## src/design/mbrs_pkg.sv

```systemverilog
// Shared constants, types and the CRC-16 byte step for the Modbus RTU slave responder.
package mbrs_pkg;

    localparam int FRAME_BYTES = 8;
    localparam int POS_W       = $clog2(FRAME_BYTES);
    localparam int STORE_DEPTH = FRAME_BYTES - 1;
    localparam int JOB_BYTES   = FRAME_BYTES - 2;
    localparam int IDX_W       = $clog2(FRAME_BYTES);
    localparam int QUEUE_DEPTH = 2;

    localparam logic [POS_W-1:0] POS_FUNC   = POS_W'(1);
    localparam logic [POS_W-1:0] POS_CRC_LO = POS_W'(FRAME_BYTES - 2);
    localparam logic [POS_W-1:0] POS_LAST   = POS_W'(FRAME_BYTES - 1);

    localparam logic [15:0] CRC_INIT = 16'hFFFF;
    localparam logic [15:0] CRC_POLY = 16'hA001;

    localparam logic [7:0] FUNC_WRITE      = 8'h06;
    localparam logic [7:0] FUNC_READ       = 8'h03;
    localparam logic [7:0] READ_BYTE_COUNT = 8'h02;

    // Reply data bytes before the two CRC bytes.
    localparam logic [IDX_W-1:0] WRITE_DATA_BYTES = IDX_W'(JOB_BYTES);
    localparam logic [IDX_W-1:0] READ_DATA_BYTES  = IDX_W'(5);

    // Configuration register indexes.
    localparam int CFG_IDX_W = 3;
    localparam logic [CFG_IDX_W-1:0] CFG_SLAVE_ADDR   = 3'd0;
    localparam logic [CFG_IDX_W-1:0] CFG_MOTOR_ADDR   = 3'd1;
    localparam logic [CFG_IDX_W-1:0] CFG_SWITCH_ADDR  = 3'd2;
    localparam logic [CFG_IDX_W-1:0] CFG_MOTOR_VALUE  = 3'd3;
    localparam logic [CFG_IDX_W-1:0] CFG_SWITCH_VALUE = 3'd4;
    localparam int CFG_DATA_W = 16;

    typedef struct packed {
        logic [7:0]  slave_address;
        logic [15:0] motor_register_address;
        logic [15:0] switch_register_address;
        logic [15:0] motor_status_value;
        logic [15:0] switch_status_value;
    } cfg_t;

    // One pending reply: its data bytes and whether it is a read reply.
    typedef struct packed {
        logic                      is_read;
        logic [JOB_BYTES-1:0][7:0] data;
    } job_t;

    function automatic logic [15:0] crc_byte(input logic [15:0] crc, input logic [7:0] b);
        logic [15:0] c;
        c = crc ^ {8'h00, b};
        for (int k = 0; k < 8; k++) begin
            if (c[0])
            begin
                c = (c >> 1) ^ CRC_POLY;
            end
            else
            begin
                c = c >> 1;
            end
        end
        return c;
    endfunction

endpackage

```

## src/design/modbus_rtu_slave_responder.sv

```systemverilog
// Top level of the Modbus RTU slave responder: configuration registers and the reply chain.
//
//   Channel   Signals                          Direction
//   rx        rx_valid, rx_stall, rx_byte      in (rx_stall driven here)
//   tx        tx_valid, tx_stall, tx_byte,     out (tx_stall driven by sink)
//             last_byte
//   cfg       cfg_write, cfg_index, cfg_data   in
//
// A received byte is taken every cycle while rx_stall is low; rx_stall rises only while
// two checked replies wait. A reply leaves one byte per cycle through the output register
// while tx_stall is low. The closing request byte pushes the job into the queue, the
// sender loads the job from the queue, and the first byte is then registered for output.
// Reset clears the frame position, the CRC, the queue, the sender and the output valid.
// A stall on tx holds the output byte and, once the queue fills, backs up onto rx.
module modbus_rtu_slave_responder
(
    input  logic                               clk,
    input  logic                               rst_n,
    input  logic                               cfg_write,
    input  logic [mbrs_pkg::CFG_IDX_W-1:0]     cfg_index,
    input  logic [mbrs_pkg::CFG_DATA_W-1:0]    cfg_data,
    input  logic                               rx_valid,
    output logic                               rx_stall,
    input  logic [7:0]                         rx_byte,
    output logic                               tx_valid,
    input  logic                               tx_stall,
    output logic [7:0]                         tx_byte,
    output logic                               last_byte
);

    mbrs_pkg::cfg_t cfg_reg;
    logic           rx_accept;
    logic           job_push;
    mbrs_pkg::job_t front_job;
    mbrs_pkg::job_t queue_job;
    logic           queue_not_empty;
    logic           queue_full;
    logic           job_pop;
    logic           back_busy;

    assign rx_stall  = queue_full;
    assign rx_accept = rx_valid && !rx_stall;

    always_ff @(posedge clk or negedge rst_n)
    begin
        if (!rst_n)
        begin
            cfg_reg.slave_address           <= 8'd1;
            cfg_reg.motor_register_address  <= 16'd0;
            cfg_reg.switch_register_address <= 16'd1;
            cfg_reg.motor_status_value      <= 16'd0;
            cfg_reg.switch_status_value     <= 16'd0;
        end
        else if (cfg_write)
        begin
            unique case (cfg_index)
                mbrs_pkg::CFG_SLAVE_ADDR:   cfg_reg.slave_address           <= cfg_data[7:0];
                mbrs_pkg::CFG_MOTOR_ADDR:   cfg_reg.motor_register_address  <= cfg_data;
                mbrs_pkg::CFG_SWITCH_ADDR:  cfg_reg.switch_register_address <= cfg_data;
                mbrs_pkg::CFG_MOTOR_VALUE:  cfg_reg.motor_status_value      <= cfg_data;
                mbrs_pkg::CFG_SWITCH_VALUE: cfg_reg.switch_status_value     <= cfg_data;
                default:
                begin
                end
            endcase
        end
    end

    mbrs_front u_front
    (
        .clk      (clk),
        .rst_n    (rst_n),
        .accept   (rx_accept),
        .rx_byte  (rx_byte),
        .cfg      (cfg_reg),
        .job_push (job_push),
        .job      (front_job)
    );

    mbrs_queue u_queue
    (
        .clk       (clk),
        .rst_n     (rst_n),
        .push      (job_push),
        .job_in    (front_job),
        .pop       (job_pop),
        .not_empty (queue_not_empty),
        .full      (queue_full),
        .job_out   (queue_job)
    );

    mbrs_back u_back
    (
        .clk       (clk),
        .rst_n     (rst_n),
        .job_valid (queue_not_empty),
        .job_in    (queue_job),
        .job_pop   (job_pop),
        .busy      (back_busy),
        .tx_valid  (tx_valid),
        .tx_stall  (tx_stall),
        .tx_byte   (tx_byte),
        .last_byte (last_byte)
    );

`ifndef SYNTH
    // A checked reply is never pushed into a full queue.
    assert property (@(posedge clk) disable iff (!rst_n) job_push |-> !queue_full)
        else $error("reply job pushed into a full queue");

    // The sender only loads a new job once the previous reply is finished.
    assert property (@(posedge clk) disable iff (!rst_n)
        job_pop |-> !back_busy && queue_not_empty)
        else $error("job popped while the sender is busy or the queue is empty");

    // The closing byte of a reply ends the sender's run.
    assert property (@(posedge clk) disable iff (!rst_n)
        (tx_valid && last_byte && !$stable(tx_byte)) |-> !back_busy || $rose(back_busy))
        else $error("sender still busy after the closing reply byte");
`endif

endmodule

```

## src/design/mbrs_front.sv

```systemverilog
// Front end: assembles request frames, checks address, function and CRC, builds reply jobs.
module mbrs_front
(
    input  logic                clk,
    input  logic                rst_n,
    input  logic                accept,
    input  logic [7:0]          rx_byte,
    input  mbrs_pkg::cfg_t      cfg,
    output logic                job_push,
    output mbrs_pkg::job_t      job
);

    logic [7:0]                  store_reg [mbrs_pkg::STORE_DEPTH];
    logic [mbrs_pkg::POS_W-1:0]  pos_reg;
    logic [mbrs_pkg::POS_W-1:0]  pos_next;
    logic [15:0]                 crc_reg;
    logic [15:0]                 crc_next;
    logic                        header_bad;
    logic                        crc_ok;
    logic [15:0]                 reg_addr;
    logic                        is_write;
    logic                        motor_hit;
    logic                        switch_hit;
    logic [15:0]                 value;

    assign header_bad = (store_reg[0] != cfg.slave_address)
                     || ((rx_byte != mbrs_pkg::FUNC_WRITE) && (rx_byte != mbrs_pkg::FUNC_READ));
    assign crc_ok     = ({rx_byte, store_reg[mbrs_pkg::POS_CRC_LO]} == crc_reg);
    assign reg_addr   = {store_reg[2], store_reg[3]};
    assign is_write   = (store_reg[1] == mbrs_pkg::FUNC_WRITE);
    assign motor_hit  = (reg_addr == cfg.motor_register_address);
    assign switch_hit = (reg_addr == cfg.switch_register_address);
    assign value      = motor_hit ? cfg.motor_status_value : cfg.switch_status_value;

    always_comb
    begin
        pos_next = pos_reg;
        crc_next = crc_reg;
        job_push = 1'b0;
        if (accept)
        begin
            priority if ((pos_reg == mbrs_pkg::POS_FUNC) && header_bad)
            begin
                pos_next = '0;
                crc_next = mbrs_pkg::CRC_INIT;
            end
            else if (pos_reg == mbrs_pkg::POS_LAST)
            begin
                pos_next = '0;
                crc_next = mbrs_pkg::CRC_INIT;
                job_push = crc_ok && (is_write || motor_hit || switch_hit);
            end
            else
            begin
                pos_next = pos_reg + 1'b1;
                if (pos_reg < mbrs_pkg::POS_CRC_LO)
                begin
                    crc_next = mbrs_pkg::crc_byte(crc_reg, rx_byte);
                end
            end
        end
    end

    always_comb
    begin
        job.is_read = !is_write;
        for (int i = 0; i < mbrs_pkg::JOB_BYTES; i++)
        begin
            job.data[i] = store_reg[i];
        end
        if (!is_write)
        begin
            job.data[0] = cfg.slave_address;
            job.data[1] = mbrs_pkg::FUNC_READ;
            job.data[2] = mbrs_pkg::READ_BYTE_COUNT;
            job.data[3] = value[15:8];
            job.data[4] = value[7:0];
        end
    end

    always_ff @(posedge clk or negedge rst_n)
    begin
        if (!rst_n)
        begin
            pos_reg <= '0;
            crc_reg <= mbrs_pkg::CRC_INIT;
        end
        else
        begin
            pos_reg <= pos_next;
            crc_reg <= crc_next;
        end
    end

    // The final byte is never stored; its value is used directly in the CRC compare.
    always_ff @(posedge clk)
    begin
        if (accept && (pos_reg != mbrs_pkg::POS_LAST))
        begin
            store_reg[pos_reg] <= rx_byte;
        end
    end

endmodule

```

## src/design/mbrs_queue.sv

```systemverilog
// Two-entry job queue between the frame checker and the reply sender.
module mbrs_queue
(
    input  logic            clk,
    input  logic            rst_n,
    input  logic            push,
    input  mbrs_pkg::job_t  job_in,
    input  logic            pop,
    output logic            not_empty,
    output logic            full,
    output mbrs_pkg::job_t  job_out
);

    localparam int PTR_W = $clog2(mbrs_pkg::QUEUE_DEPTH);
    localparam int CNT_W = $clog2(mbrs_pkg::QUEUE_DEPTH + 1);

    mbrs_pkg::job_t   entry_reg [mbrs_pkg::QUEUE_DEPTH];
    logic [PTR_W-1:0] wr_ptr_reg;
    logic [PTR_W-1:0] rd_ptr_reg;
    logic [CNT_W-1:0] count_reg;
    logic [CNT_W-1:0] count_next;

    assign not_empty = (count_reg != '0);
    assign full      = (count_reg == CNT_W'(mbrs_pkg::QUEUE_DEPTH));
    assign job_out   = entry_reg[rd_ptr_reg];

    always_comb
    begin
        count_next = count_reg;
        if (push && !pop)
        begin
            count_next = count_reg + 1'b1;
        end
        else if (pop && !push)
        begin
            count_next = count_reg - 1'b1;
        end
    end

    always_ff @(posedge clk or negedge rst_n)
    begin
        if (!rst_n)
        begin
            wr_ptr_reg <= '0;
            rd_ptr_reg <= '0;
            count_reg  <= '0;
        end
        else
        begin
            count_reg <= count_next;
            if (push)
            begin
                wr_ptr_reg <= wr_ptr_reg + 1'b1;
            end
            if (pop)
            begin
                rd_ptr_reg <= rd_ptr_reg + 1'b1;
            end
        end
    end

    always_ff @(posedge clk)
    begin
        if (push)
        begin
            entry_reg[wr_ptr_reg] <= job_in;
        end
    end

endmodule

```

## src/design/mbrs_back.sv

```systemverilog
// Back end: sends reply bytes one per cycle unless tx_stall holds them, and appends the CRC, low byte first.
module mbrs_back
(
    input  logic            clk,
    input  logic            rst_n,
    input  logic            job_valid,
    input  mbrs_pkg::job_t  job_in,
    output logic            job_pop,
    output logic            busy,
    output logic            tx_valid,
    input  logic            tx_stall,
    output logic [7:0]      tx_byte,
    output logic            last_byte
);

    localparam int IDX_W = mbrs_pkg::IDX_W;

    logic                busy_reg;
    logic                busy_next;
    mbrs_pkg::job_t      job_reg;
    logic [IDX_W-1:0]    idx_reg;
    logic [IDX_W-1:0]    idx_next;
    logic [15:0]         crc_reg;
    logic [15:0]         crc_next;
    logic                out_valid_reg;
    logic                out_valid_next;
    logic [7:0]          out_byte_reg;
    logic [7:0]          out_byte_next;
    logic                out_last_reg;
    logic                out_last_next;
    logic                advance;
    logic [IDX_W-1:0]    data_bytes;

    assign advance    = !out_valid_reg || !tx_stall;
    assign data_bytes = job_reg.is_read ? mbrs_pkg::READ_DATA_BYTES
                                        : mbrs_pkg::WRITE_DATA_BYTES;
    assign job_pop    = !busy_reg && job_valid;
    assign busy       = busy_reg;
    assign tx_valid   = out_valid_reg;
    assign tx_byte    = out_byte_reg;
    assign last_byte  = out_last_reg;

    always_comb
    begin
        busy_next      = busy_reg;
        idx_next       = idx_reg;
        crc_next       = crc_reg;
        out_valid_next = out_valid_reg && tx_stall;
        out_byte_next  = out_byte_reg;
        out_last_next  = out_last_reg;
        if (!busy_reg)
        begin
            if (job_valid)
            begin
                busy_next = 1'b1;
                idx_next  = '0;
                crc_next  = mbrs_pkg::CRC_INIT;
            end
        end
        else if (advance)
        begin
            out_valid_next = 1'b1;
            out_last_next  = 1'b0;
            priority if (idx_reg < data_bytes)
            begin
                out_byte_next = job_reg.data[idx_reg];
                crc_next      = mbrs_pkg::crc_byte(crc_reg, job_reg.data[idx_reg]);
                idx_next      = idx_reg + 1'b1;
            end
            else if (idx_reg == data_bytes)
            begin
                out_byte_next = crc_reg[7:0];
                idx_next      = idx_reg + 1'b1;
            end
            else
            begin
                out_byte_next = crc_reg[15:8];
                out_last_next = 1'b1;
                busy_next     = 1'b0;
            end
        end
    end

    always_ff @(posedge clk or negedge rst_n)
    begin
        if (!rst_n)
        begin
            busy_reg      <= 1'b0;
            out_valid_reg <= 1'b0;
        end
        else
        begin
            busy_reg      <= busy_next;
            out_valid_reg <= out_valid_next;
        end
    end

    always_ff @(posedge clk)
    begin
        if (job_pop)
        begin
            job_reg <= job_in;
        end
        idx_reg      <= idx_next;
        crc_reg      <= crc_next;
        out_byte_reg <= out_byte_next;
        out_last_reg <= out_last_next;
    end

endmodule

```

## config.mk

```make
export PLATFORM = sky130hd
export DESIGN_NAME = modbus_rtu_slave_responder
export DESIGN_NICKNAME = d
export VERILOG_FILES = /design/src/design/mbrs_pkg.sv /design/src/design/modbus_rtu_slave_responder.sv /design/src/design/mbrs_front.sv /design/src/design/mbrs_queue.sv /design/src/design/mbrs_back.sv
export SDC_FILE = /design/constraint.sdc
export NUM_CORES = 1
export LEC_CHECK = 0
export BUFFER_PORTS_ARGS = -buffer_cell sky130_fd_sc_hd__buf_2
export CAP_MARGIN = 10
export CORE_ASPECT_RATIO = 1.75
export CORE_UTILIZATION = 35
export CTS_CLUSTER_DIAMETER = 40
export DETAILED_ROUTE_END_ITERATION = 8
export GPL_ROUTABILITY_DRIVEN = 0
export PLACE_DENSITY = 0.59
export SLEW_MARGIN = 30
export SYNTH_ARGS = -nofsm -noshare
export SYNTH_HDL_FRONTEND = slang
export SYNTH_SLANG_ARGS = --single-unit
export TNS_END_PERCENT = 100
```

## constraint.sdc

```tcl
create_clock -name clk -period 8.75 [get_ports clk]
set_input_delay 0 -clock clk [delete_from_list [all_inputs] [get_ports clk]]
set_output_delay 0 -clock clk [all_outputs]
set_load 0.01 [all_outputs]
```

==> flow_metrics.py, run 1 <==
metrics = {
    "setup_path": {
        "rrSetupSlack_ps": 5270,
        "cpLargestDelayFamily": "XOR/XNOR gates",
        "reg2regPathDepth": 6,
        "r2r-end": "u_back.crc_reg[15]",
        "worst-path-max-fanout": 21,
        "crit_path_start_kind": "flip-flop",
        "worstReg2RegStart": "u_back.idx_reg[1]",
        "cp_cell_sequence": "nor2b_1, a222oi_1, xnor2_1, xor3_1, xnor3_1, mux2_1",
        "crit_buf_inv": 0,
        "cp_slowest_cell": "edfxtp_1",
        "critPathKind": "flip-flop to flip-flop",
        "worstSetupEndpointType": "flip-flop",
        "max_stage_delay_ps": 930,
        "crit_arrival_ps": 3750,
        "crit_required_ps": 9020,
    },
    "timing": {
        "timing.final.hold_violations": 7,
        "tns_ps": 0,
        "finalSetupViolations": 0,
        "max_freq_ghz": 0.2874,
        "hold_slack_ps": -25.02,
        "fin_crit_ps": 3480,
        "slew_headroom": 0.3631,
        "skew_ps": 22.56,
        "rsz0062_at_grt": "no",
        "worstMarginPinSlew_ps": 951.8,
        "fin_crit_sh": 0.3977,
        "maxSlewViolCount": 0,
    },
    "grt": {
        "grt_max_degree": 73,
        "grt_remaining_overflow": 0,
        "grt_pass1_wl_mm": 44.98,
        "track_usage": 0.1486,
        "antenna_found_initial": 0,
        "grt_pass1_vias": 7858,
    },
    "outcome": {
        "status": "finished, violations left",
        "violations": "DRC, hold timing",
    },
    "pwr": {
        "ir_worst_vdd_mv": 0.2457,
        "power_density_nw_per_um2": 338.9,
        "p_leak_nw": 5.599,
        "total_power_mw": 5.447,
    },
    "finish": {
        "n_fill_cell": 3454,
        "largest_reg_flops": 98,
        "post-route-util": 0.4161,
        "num_antenna_cells": 0,
        "drive_above_1_share": 0.2995,
        "fin_nets": 997,
        "area_growth_pct": 16.38,
    },
    "clocking": {
        "clk_pin_slew_ps": 70,
        "root_buffer": "clkbuf_16",
        "cts.sinks": 328,
        "cts.path.max_buffers": 3,
        "cts_buffers": 35,
        "cts_max_level": 2,
        "cts_tree": "built",
        "clkLatencyLatePin_ps": 530,
    },
    "drt": {
        "drc": 3,
        "detail_route.vias_per_cell": 4.895,
        "drtIter0Drc": 335,
        "vias": 7196,
        "first_pass_iters": 8,
        "wire_per_inst_um": 19.60,
        "postRouteAntennaNets": 0,
        "wl_mm": 28.82,
    },
    "yosys": {
        "syn_inst": 861,
        "ys_ff_latch": 328,
        "synth.avg_cell_area_um2": 16.04,
        "synth-edff-count": 231,
        "yosysWarnings": 0,
        "async_flop_share": 0.2957,
        "syn_area_um2": 13810,
        "ys_seq_area_frac": 0.6797,
        "synth-main-ff-cell": "edfxtp_1",
        "synth_cell_type_count": 52,
    },
    "floorplanning": {
        "core_um2": 38630,
        "die_w_um": 152.2,
        "die_h_um": 264.8,
        "die_area_um2": 40290,
        "initial_utilization": 0.3575,
        "std_cell_rows": 95,
        "pin_count": 43,
    },
    "min_path": {
        "worstHoldPathType": "input port to flip-flop",
        "min_to": "cfg_reg[9]",
        "worstHoldStart": "cfg_index[0]",
        "hold-path-cell-count": 3,
    },
    "placement": {
        "hpwl_mm": 19.92,
        "portBuffers": 42,
    },
    "run": {
        "drv_cap": 0,
    },
}
cell usage in the layout (no fill, tap or decap), types with 8 or more instances in the layout:
cell type,Yosys,routed
a21oi_1,9,9
and2_1,11,10
buf_2,3,41
buf_4,0,10
clkbuf_1,23,9
clkbuf_16,0,36
conb_1,2,12
dfrtp_1,79,78
dfstp_2,18,18
dlygate4sd3_1,0,28
edfxtp_1,231,231
mux2_2,151,151
mux2i_1,23,23
nand2_1,44,44
nand2b_1,10,10
nand4_1,14,14
nor2_1,23,20
nor3_1,10,8
o21ai_0,18,18
o22a_1,16,16
xnor2_1,78,78
xor2_1,18,18
worst max-delay path by stage:
stage | startpoint | end | slack (ps) | depth (start not counted)
finish | u_back.idx_reg[1] | u_back.crc_reg[15] | 5270 | 6
global route | u_front.store_reg[1][5] | u_queue.entry_reg[1][13] | 5090 | 7
CTS | u_back.idx_reg[1] | u_back.crc_reg[15] | 5270 | 6
detailed placement | u_back.idx_reg[1] | u_back.crc_reg[15] | 5280 | 6
global placement | u_front.store_reg[1][5] | u_queue.entry_reg[1][31] | 5370 | 7
floorplan | u_front.store_reg[2][2] | u_queue.entry_reg[0][0] | 1940 | 5
routing by layer:
metal | up-vias | GRT usage | share of wire
met5 | - | 0 | 0
met4 | 0 | 0.08108 | 0.050
met3 | 69 | 0.02174 | 0.029
met2 | 129 | 0.2899 | 0.55
met1 | 3616 | 0.1494 | 0.37
li1 | 3382 | - | -
per-stage QoR:
stage | instances | instance area [um^2] | hold slack, ps | setup slack, ps
after global routing | 1470 | 16070 | 3.352 | 5089
after floorplan | 871 | 13850 | -295.6 | 1938
after CTS | 1469 | 16040 | 27.02 | 5273
final | 1470 | 16070 | -25.02 | 5270
after detailed placement | 1377 | 14650 | -59.21 | 5282
after global placement | 1377 | 14640 | -58.31 | 5366
cell families after synthesis:
family | Yosys count | synth area share
XOR/XNOR | 102 | 0.07094
multiplexers | 179 | 0.1450
AND/OR/NAND/NOR | 142 | 0.05300
buffers and inverters | 39 | 0.01250
other | 2 | 0.0005438
adder cells (fa/ha/maj) | 7 | 0.006341
AO/OA/AOI/OAI | 62 | 0.03207
flip-flops | 328 | 0.6797
area by class of cell:
| cell class | count | area (um^2) | area share |
|---|---|---|---|
| clock buffer | 47 | 962.2 | 0.05986 |
| inverter | 8 | 32.53 | 0.002024 |
| clock inverter | 17 | 152.6 | 0.009497 |
| timing repair buffer | 81 | 586.8 | 0.03651 |
| sequential | 328 | 9388 | 0.5841 |
| multi-input combinational | 504 | 4344 | 0.2703 |
| tap | 485 | 606.8 | 0.03775 |
repair_timing:
action / 4_1_cts / 5_1_grt
resized for setup: 0 / 0
buffers inserted: 0 / 0
setup endpoints to repair: 0 / 0
endpoints found under the hold margin: 161 / 0
hold buffers: 28 / 0
report_power, final:
group	total (mW)	internal, mW	switching, mW
clock	1.43	0.797	0.631
combinational	1.63	0.843	0.790
sequential	2.39	2.13	0.252
total	5.45	3.77	1.67
worst min-delay path, stage by stage:
cell and delay (ps):
buf_2 150, nor3_4 100, mux2_2 220
cells in the mapped netlist (2+ instances only):
master / n / share of area
a21oi_1: 9 / 0.0033
a221oi_2: 2 / 0.0022
a222oi_1: 3 / 0.0022
a22oi_1: 2 / 0.0011
a31oi_1: 3 / 0.0014
and2_1: 11 / 0.0050
and3b_1: 2 / 0.0013
buf_1: 2 / 0.00054
buf_2: 3 / 0.0011
buf_6: 3 / 0.0024
clkbuf_1: 23 / 0.0063
conb_1: 2 / 0.00054
dfrtp_1: 79 / 0.14
dfstp_2: 18 / 0.034
edfxtp_1: 231 / 0.50
ha_1: 7 / 0.0063
inv_1: 8 / 0.0022
mux2_1: 3 / 0.0024
mux2_2: 151 / 0.12
mux2i_1: 23 / 0.017
nand2_1: 44 / 0.012
nand2b_1: 10 / 0.0045
nand3_1: 2 / 0.00072
nand3b_1: 2 / 0.0011
nand4_1: 14 / 0.0063
nor2_1: 23 / 0.0063
nor2b_1: 6 / 0.0027
nor3_1: 10 / 0.0036
nor3b_1: 4 / 0.0022
nor4_1: 5 / 0.0023
o21ai_0: 18 / 0.0065
o21ai_1: 2 / 0.00072
o22a_1: 16 / 0.010
o31ai_1: 2 / 0.0011
or3_1: 3 / 0.0014
xnor2_1: 78 / 0.049
xnor3_1: 3 / 0.0049
xor2_1: 18 / 0.011
xor3_1: 3 / 0.0052
Power figures use the tool's default switching activity.
==> run 2, diff against run 1 <==
ABC_AREA = 1   (was unset)
clock period = 3.4 ns   (was 8.75 ns; I/O delays follow)
==> flow_metrics.py, run 2 <==
metrics = {
    "outcome": {
        "status": "finished clean",
    },
    "finish": {
        "num_antenna_cells": 0,
        "fin_nets": 1460,
        "area_growth_pct": 16.33,
        "final_cell_mix": "nand2_1 (412), edfxtp_1 (231), inv_1 (118), o21ai_0 (108), dfrtp_1 (79)",
        "largest_reg_flops": 98,
        "fin_cells": 1942,
        "n_fill_cell": 3837,
        "multi_input_area_um2": 4215,
        "drive_above_1_share": 0.1375,
        "final_common_cell": "nand2_1",
        "regArea_um2": 9387,
    },
    "timing": {
        "finalSetupViolations": 0,
        "fin_crit_ps": 2621,
        "worstMarginPinSlew_ps": 872.8,
        "timing.final.hold_violations": 0,
        "tns_ps": 0,
        "slew_headroom": 0.4160,
        "max_freq_ghz": 0.3816,
        "setup_ws_ps": 779.4,
        "fin_crit_sh": 0.7708,
        "rsz0062_at_grt": "no",
        "skew_ps": 23.39,
        "maxSlewViolCount": 0,
    },
    "pwr": {
        "comb_power_share": 0.319,
        "power_density_nw_per_um2": 869.3,
        "p_leak_nw": 6.946,
        "total_power_mw": 14.36,
        "ir_worst_vdd_mv": 0.3778,
        "p_clk_frac": 0.264,
        "p_seq_frac": 0.417,
        "switching_share": 0.3594,
        "netSwitchingPower_mw": 5.160,
        "internal_power_mw": 9.197,
    },
    "drt": {
        "vias": 9310,
        "wl_mm": 32.31,
        "detail_route.vias_per_cell": 4.794,
        "postRouteAntennaNets": 0,
        "wire_per_inst_um": 16.64,
        "first_pass_iters": 5,
        "drtIter0Drc": 504,
        "drc": 0,
    },
    "placement": {
        "hpwl_mm": 23.07,
        "dp_cells": 1853,
        "pre_cts_slack_ps": 747.7,
        "portBuffers": 42,
    },
    "setup_path": {
        "crit_required_ps": 3560,
        "worstSetupEndpointType": "flip-flop",
        "crit_arrival_ps": 2780,
        "worst-path-max-fanout": 15,
        "critPathKind": "flip-flop to flip-flop",
        "crit_path_start_kind": "flip-flop",
    },
    "grt": {
        "grt_pass1_vias": 9417,
        "grt_max_degree": 58,
        "track_usage": 0.1624,
        "antenna_found_initial": 0,
        "grt_remaining_overflow": 0,
        "grt_pass1_wl_mm": 51.22,
    },
    "yosys": {
        "syn_area_um2": 14200,
        "synth_cell_type_count": 44,
        "async_flop_share": 0.2957,
        "yosys.area.top_type": "edfxtp_1",
        "synthTopCellsByCount": "nand2_1 (413), edfxtp_1 (231), inv_1 (118)",
        "synth.avg_cell_area_um2": 10.69,
        "synthTopCellsByArea": "edfxtp_1 (49%), dfrtp_1 (14%), nand2_1 (11%), o21ai_0 (3.8%), dfstp_2 (3.3%)",
        "yosysMostFrequentCell": "nand2_1",
        "yosysWarnings": 0,
        "synth-main-ff-cell": "edfxtp_1",
        "ys_seq_area_frac": 0.6612,
        "syn_inst": 1328,
        "ys_ff_latch": 328,
        "netlist.area_leader.share": 0.4886,
        "synth-edff-count": 231,
    },
    "clocking": {
        "clkLatencyLatePin_ps": 530,
        "cts.sinks": 328,
        "clk_pin_slew_ps": 60,
        "cts_max_level": 2,
        "cts_buffers": 34,
        "root_buffer": "clkbuf_16",
        "cts.path.max_buffers": 3,
        "cts_setup_buffers": 0,
        "cts_tree": "built",
    },
    "floorplanning": {
        "die_h_um": 268.4,
        "pin_count": 43,
        "die_w_um": 154.2,
        "std_cell_rows": 97,
        "initial_utilization": 0.3545,
        "core_um2": 40050,
        "die_area_um2": 41400,
    },
    "run": {
        "drv_cap": 0,
    },
    "min_path": {
        "worstHoldPathType": "input port to async pin",
    },
}
==> run 2: area by class of cell <==
class	count	share of cell area
Sequential cell	328	0.5684
Multi-Input combinational cell	845	0.2552
Clock buffer	42	0.05781
Timing Repair Buffer	91	0.04122
Tap cell	495	0.03750
Inverter	121	0.02781
Clock inverter	20	0.01205
==> run 2: kinds of logic (layout without fill, tap and decap cells) <==
| group | Yosys count | count (layout) | share of synthesized area |
|---|---|---|---|
| flip-flops | 328 | 328 | 0.6612 |
| AND/OR/NAND/NOR | 594 | 594 | 0.1768 |
| other | 2 | 12 | 0.0005290 |
| buffers and inverters | 165 | 274 | 0.04689 |
| adder cells (fa/ha/maj) | 7 | 7 | 0.006169 |
| XOR/XNOR | 63 | 63 | 0.03993 |
| AO/OA/AOI/OAI | 169 | 169 | 0.06848 |
==> run 2: critical path, stage by stage, from the launching register on <==
cell      delay [ps]
edfxtp_1         750
ha_1             360
nand3b_1          80
o21ai_0          180
inv_1            370
nor2_1           120
o21ai_0          400
==> run 2: timing repair <==
action,4_1_cts,5_1_grt
hold buffers,27,0
endpoints found under the hold margin,174,0
gates resized for setup,0,0
==> run 2: per-stage QoR <==
| step | hold WS, ps | cell area, um^2 | util |
|---|---|---|---|
| 2_1_floorplan | -295.6 | 14240 | - |
| 3_3_place_gp | 73.79 | 15060 | 0.3761 |
| 3_5_place_dp | 81.63 | 15090 | 0.3768 |
| 4_1_cts | 72.26 | 16510 | 0.4123 |
| 5_1_grt | 116.1 | 16510 | 0.4123 |
| 6_report | 56.80 | 16510 | 0.4123 |
==> run 2: per-layer routing <==
metal  vias to the layer above  GRT usage  routed length (um)
met5                         -          0                   0
met4                         0    0.09459                1734
met3                        90    0.02202                1080
met2                       197     0.3077               17430
met1                      4436     0.1705               12060
li1                       4587          -                   -
==> run 2: power groups by stage <==
stage | registers [mW] | logic, mW | clock network (mW)
floorplan | 5.89 | 3.47 | 0
global placement | 6.05 | 4.48 | 0
detailed placement | 6.07 | 4.59 | 0
CTS | 5.99 | 4.63 | 3.88
global route | 6.08 | 5.23 | 4.01
finish | 5.99 | 4.58 | 3.80
==> run 2: worst paths after layout <==
check	cells past startpoint	slack (ps)	from	endpoint
max	6	780	u_back.idx_reg[1]	u_back.idx_reg[1]
min	2	60	rst_n	u_back.busy
max reg2reg	6	780	u_back.idx_reg[1]	u_back.idx_reg[1]
min reg2reg	0	450	u_front.store_reg[5][7]	u_queue.entry_reg[1][47]
max in group asynchronous	3	2380	rst_n	cfg_reg[32]
min in group clk	5	90	cfg_index[0]	cfg_reg[17]
